**src/rtl/mrpt_pkg.sv**
```systemverilog
// Shared types for the Miller-Rabin witness-round block.
// Used by mrpt_ctrl, mrpt_dp and miller_rabin_primality_test; no dependencies.
package mrpt_pkg;

    localparam int INPUT_WIDTH = 32;
    localparam int DIV_BITS    = 32;

    typedef enum logic [3:0] {
        CMD_NONE,
        CMD_LOAD,
        CMD_STRIP,
        CMD_DIV_INIT,
        CMD_DIV_STEP,
        CMD_POW_INIT,
        CMD_MUL_AB,
        CMD_MUL_BB,
        CMD_MUL_XX,
        CMD_SHIFT_E,
        CMD_SQ_INIT,
        CMD_INC_I
    } t_cmd;

    typedef struct packed {
        logic fail_direct;
        logic pass_direct;
        logic d_lsb;
        logic div_last;
        logic mul_done;
        logic e_zero;
        logic e_lsb;
        logic x_one;
        logic x_last;
        logic sq_more;
    } t_status;

endpackage

```
**src/rtl/mrpt_ctrl.sv**
```systemverilog
// Round sequencer: steps the datapath, keeps the composite flag and the
// result register. Depends on mrpt_pkg.
module mrpt_ctrl (
    input  logic              i_clk,
    input  logic              i_rst_n,
    input  logic              i_valid,
    output logic              o_ready,
    input  logic              i_last_round,
    output logic              o_valid,
    input  logic              i_ready,
    output logic              o_probably_prime,
    output mrpt_pkg::t_cmd    o_cmd,
    input  mrpt_pkg::t_status i_status
);
    typedef enum logic [3:0] {
        S_IDLE, S_CLASS, S_STRIP, S_DIV, S_POW_INIT, S_POW, S_WAIT_A, S_WAIT_B,
        S_TEST, S_SQ, S_WAIT_X, S_SQ_CHK, S_FINISH
    } t_state;

    t_state r_state, n_state;
    logic   r_last, r_pass, n_pass, r_composite, r_valid, r_prime;

    assign o_ready          = (r_state == S_IDLE);
    assign o_valid          = r_valid;
    assign o_probably_prime = r_prime;

    always_comb begin
        n_state = r_state;
        n_pass  = r_pass;
        o_cmd   = mrpt_pkg::CMD_NONE;
        unique case (r_state)
            S_IDLE: if (i_valid) begin
                o_cmd   = mrpt_pkg::CMD_LOAD;
                n_state = S_CLASS;
            end
            S_CLASS: begin
                if (i_status.fail_direct) begin
                    n_pass = 1'b0; n_state = S_FINISH;
                end else if (i_status.pass_direct) begin
                    n_pass = 1'b1; n_state = S_FINISH;
                end else n_state = S_STRIP;
            end
            S_STRIP: begin
                if (!i_status.d_lsb) o_cmd = mrpt_pkg::CMD_STRIP;
                else begin
                    o_cmd   = mrpt_pkg::CMD_DIV_INIT;
                    n_state = S_DIV;
                end
            end
            S_DIV: begin
                o_cmd = mrpt_pkg::CMD_DIV_STEP;
                if (i_status.div_last) n_state = S_POW_INIT;
            end
            S_POW_INIT: begin
                o_cmd   = mrpt_pkg::CMD_POW_INIT;
                n_state = S_POW;
            end
            S_POW: begin
                if (i_status.e_zero) n_state = S_TEST;
                else if (i_status.e_lsb) begin
                    o_cmd = mrpt_pkg::CMD_MUL_AB; n_state = S_WAIT_A;
                end else begin
                    o_cmd = mrpt_pkg::CMD_MUL_BB; n_state = S_WAIT_B;
                end
            end
            S_WAIT_A: if (i_status.mul_done) begin
                o_cmd = mrpt_pkg::CMD_MUL_BB; n_state = S_WAIT_B;
            end
            S_WAIT_B: if (i_status.mul_done) begin
                o_cmd = mrpt_pkg::CMD_SHIFT_E; n_state = S_POW;
            end
            S_TEST: begin
                if (i_status.x_one || i_status.x_last) begin
                    n_pass = 1'b1; n_state = S_FINISH;
                end else begin
                    o_cmd = mrpt_pkg::CMD_SQ_INIT; n_state = S_SQ;
                end
            end
            S_SQ: begin
                if (!i_status.sq_more) begin
                    n_pass = 1'b0; n_state = S_FINISH;
                end else begin
                    o_cmd = mrpt_pkg::CMD_MUL_XX; n_state = S_WAIT_X;
                end
            end
            S_WAIT_X: if (i_status.mul_done) begin
                o_cmd = mrpt_pkg::CMD_INC_I; n_state = S_SQ_CHK;
            end
            S_SQ_CHK: begin
                if (i_status.x_last) begin
                    n_pass = 1'b1; n_state = S_FINISH;
                end else if (i_status.x_one) begin
                    n_pass = 1'b0; n_state = S_FINISH;
                end else n_state = S_SQ;
            end
            S_FINISH: begin
                // a last round's verdict waits here until the result register is free
                if (!r_last || !r_valid || i_ready) n_state = S_IDLE;
            end
            default: n_state = S_IDLE;
        endcase
    end

    always_ff @(posedge i_clk) begin
        if (!i_rst_n) begin
            r_state     <= S_IDLE;
            r_composite <= 1'b0;
            r_valid     <= 1'b0;
            r_prime     <= 1'b0;
            r_pass      <= 1'b0;
            r_last      <= 1'b0;
        end else begin
            r_state <= n_state;
            r_pass  <= n_pass;
            if (r_state == S_IDLE && i_valid) r_last <= i_last_round;
            if (r_state == S_FINISH && r_last && (!r_valid || i_ready)) begin
                r_valid     <= 1'b1;
                r_prime     <= !(r_composite | !r_pass);
                r_composite <= 1'b0;
            end else begin
                if (r_valid && i_ready) r_valid <= 1'b0;
                if (r_state == S_FINISH && !r_last)
                    r_composite <= r_composite | !r_pass;
            end
        end
    end

endmodule

```
**config.mk**
```make
export PLATFORM = sky130hd
export DESIGN_NAME = mrpt_ctrl
export DESIGN_NICKNAME = d
export VERILOG_FILES = /design/src/rtl/mrpt_pkg.sv /design/src/rtl/mrpt_ctrl.sv
export SDC_FILE = /design/constraint.sdc
export NUM_CORES = 1
export LEC_CHECK = 0
export BUFFER_PORTS_ARGS = -buffer_cell sky130_fd_sc_hd__buf_2
export CORE_UTILIZATION = 45
export CTS_BUF_LIST = sky130_fd_sc_hd__clkbuf_2 sky130_fd_sc_hd__clkbuf_4 sky130_fd_sc_hd__clkbuf_8
export CTS_CLUSTER_DIAMETER = 40
export DETAILED_ROUTE_END_ITERATION = 8
export GPL_TIMING_DRIVEN = 0
export PLACE_DENSITY_LB_ADDON = 0.15
export RECOVER_POWER = 100
export SYNTH_ARGS = -nofsm -noshare
export SYNTH_HDL_FRONTEND = slang
export SYNTH_SLANG_ARGS = --single-unit
```
**constraint.sdc**
```tcl
create_clock -name i_clk -period 4.4 [get_ports i_clk]
set_input_delay 1.32 -clock i_clk [delete_from_list [all_inputs] [get_ports i_clk]]
set_output_delay 1.32 -clock i_clk [all_outputs]
set_load 0.01 [all_outputs]
```
==> impl_metrics.json <==
{
  "hpwl_microns": 1541,
  "synth_commonest_cells": "nand2_1, nor2_1, dfxtp_1",
  "root_buffer": "clkbuf_4",
  "grt_antenna_before_repair": 0,
  "crit_path_max_fanout": 5,
  "hold_violations": 0,
  "core_area_sq_um": 1577,
  "drive_above_1_share": 0.1739,
  "syn2layout_area_growth_pct": 17.34,
  "synth.most_common_cell": "nand2_1",
  "grt_pass1_wl_microns": 3367,
  "drtPass1Iterations": 4,
  "synth_area_leaders": "dfxtp_1, nand2_1, nor2_1, nand2b_1, nor2b_1",
  "cap_violations": 0,
  "critPathRequiredTime_ns": 3.08,
  "startpoint": "i_status[5]",
  "nets": 154,
  "synth-compound-area-share": 0.3016,
  "final_max_slew_viol_count": 0,
  "r2r_setup_slack_ns": 2.55,
  "synth-seq-area-share": 0.2250,
  "cts_tree": "yes",
  "fp.dieW_microns": 44.19,
  "worstReg2RegEnd": "r_state[2]$_SDFFE_PN0P_",
  "synth-xor-area-share": 0,
  "cts.clk_slew.worst_paths_ns": 0.06,
  "num_io_pins": 22,
  "fin_tns_setup_ns": 0,
  "timing.slew.headroom": 0.6191,
  "fin_crit_sh": 0.8478,
  "vias": 900,
  "synth_edf_count": 0,
  "wirelength_microns": 2006,
  "synth_area_leader_cell": "dfxtp_1",
  "stdcell_count": 154,
  "cp_data_arrival_time_ns": 2.41,
  "viasPerCell": 5.844,
  "rsz0062_at_grt": "false",
  "tightest_slew_ns": 0.5661,
  "status": "complete, no violations",
  "hp-start": "o_probably_prime$_SDFFE_PN0P_",
  "h-tree-depth": 1,
  "synthAdderAreaFrac": 0.01250,
  "synth-seq-cells": 9,
  "drt_iter0_drc": 24,
  "fmax_mhz": 268.1,
  "async_reset_ff_frac": 0,
  "critical_path_class": "in2out",
  "grt_pass1_vias": 816,
  "synth_top_family_by_area": "simple AND/OR/NAND/NOR gates",
  "synthCells": 113,
  "port_buffers": 21,
  "grt_max_degree": 11,
  "cts_buffers": 3,
  "fin_crit_ns": 3.730,
  "synth_warnings": 0,
  "hold_class": "reg2reg",
  "track_usage": 0.2278,
  "synth.avg_cell_area_sq_um": 7.086,
  "postCtsSetupRepairBufs": 0,
  "powerDensity_nw_per_um2": 532.4,
  "syn_nets": 128,
  "ys.flop_type": "dfxtp_1",
  "cts.sinks": 9,
  "grt_overflow_total": 0,
  "crit_path_start_kind": "primary input",
  "hold_end": "o_probably_prime$_SDFFE_PN0P_",
  "wl_per_cell_microns": 13.03,
  "finalClockSkew_ns": 0.006894,
  "cts.path.max_buffers": 2,
  "die_h_microns": 44.19,
  "setup_viol": 0,
  "synth-simple-area-share": 0.3516,
  "placed_cells": 150,
  "synth_area_sq_um": 800.8,
  "synth_top_area_share": 0.2250,
  "cts-hold-fix-buffers": 0,
  "ant_nets": 0,
  "die_area_sq_um": 1952,
  "vdd_ir_drop_max_mv": 0.2830,
  "start_util": 0.5079,
  "diodes": 0,
  "p_leak_nw": 0.3593,
  "drc": 0,
  "synth_mux_area_frac": 0.03750,
  "yosysUniqueCellTypes": 44,
  "regToRegStartpoint": "r_state[3]$_SDFFE_PN0P_",
  "clk_latency_ns": 0.26,
  "std_cell_rows": 14,
  "end_kind": "output port",
  "reg2regPathDepth": 5,
  "hold_depth": 2,
  "cts-resized-gates": 0,
  "place.gp.congestion": 0.8515
}
-- logic make-up (layout without fill, tap and decap cells) --
| logic type | after synthesis | after routing |
|---|---|---|
| and+or+nand+nor | 52 | 52 |
| AOI/OAI and AO/OA | 35 | 35 |
| buffers and inverters | 13 | 38 |
| DFF | 9 | 9 |
| muxes | 3 | 3 |
| adders and majority gates | 1 | 1 |
-- registers in the layout (all words and copies together), names as in the netlist --
name	count
r_pass	1
o_probably_prime	1
o_valid	1
r_last	1
r_state	4
r_composite	1
-- per-stage QoR --
stage               hold slack [ns]  power (mW)  worst slack [ns]  cell area, sq um    util
floorplan                    0.4426      0.3608             1.117             800.8       -
global placement             0.4363      0.4347            0.8376             925.9  0.5873
detailed placement           0.4399      0.4390            0.8012             925.9  0.5873
CTS                          0.4486      0.5096            0.7974             955.9  0.6063
global route                 0.4887      0.5465            0.6332             939.7  0.5960
finish                       0.4593      0.5002            0.6697             939.7  0.5960
-- critical path: stages --
cell      delay [ns]
clkbuf_1        0.18
inv_1           0.10
maj3_1          0.36
nor2_1          0.12
nand2_1         0.06
o21ai_0         0.09
clkbuf_1        0.17
-- cell type report --
type | count | area, sq um
fillers | 163 | 636.9
multi-input cells | 91 | 556.8
flip-flops and latches | 9 | 180.2
repair buffers | 21 | 95.09
plain buffers | 9 | 42.54
clock buffers | 4 | 30.03
well taps | 16 | 20.02
inverters | 4 | 15.01
-- cells in the final DEF (no fill, tap or decap), drive strengths merged --
cell,n
nand2b,6
a32oi,1
nand4,1
o311ai,1
and2,1
buf,17
or3b,1
a31oi,1
nor4,2
or4,1
a21boi,4
inv,4
nand2,13
o32a,1
and3,2
a21oi,6
maj3,1
mux2i,3
a311oi,1
dfxtp,9
nor3,3
clkbuf,17
o22ai,4
or2b,1
nand3,4
nor4b,1
a31o,1
o31ai,2
a222oi,1
nor2,11
o21a,2
nor2b,5
a211oi,1
o21ai,6
o41ai,2
a32o,1
-- where the power goes --
part	switching, mW	internal [mW]	leakage [nW]
Clock	0.0276	0.0410	0.0184
Combinational	0.185	0.128	0.267
Sequential	0.0149	0.104	0.0735
-- how the worst max path moves through the flow --
stage          endpoint  slack, ns  cells past startpoint
5_1_grt        o_cmd[1]       0.63                      7
3_5_place_dp   o_cmd[1]       0.80                      7
2_1_floorplan  o_cmd[1]       1.12                      5
6_report       o_cmd[1]       0.67                      7
3_3_place_gp   o_cmd[1]       0.84                      7
4_1_cts        o_cmd[1]       0.80                      7
-- metal layers --
metal / share of wire / vias up / wire, microns / GRT usage
met2: 0.44 / 30 / 884 / 0.3618
met3: 0.059 / 0 / 118 / 0.07755
met1: 0.50 / 402 / 1003 / 0.3075
li1: - / 468 / - / -
met4: 0 / 0 / 0 / 0.03030
met5: 0 / - / 0 / 0
Note: power is estimated with default switching activity, not from simulation.
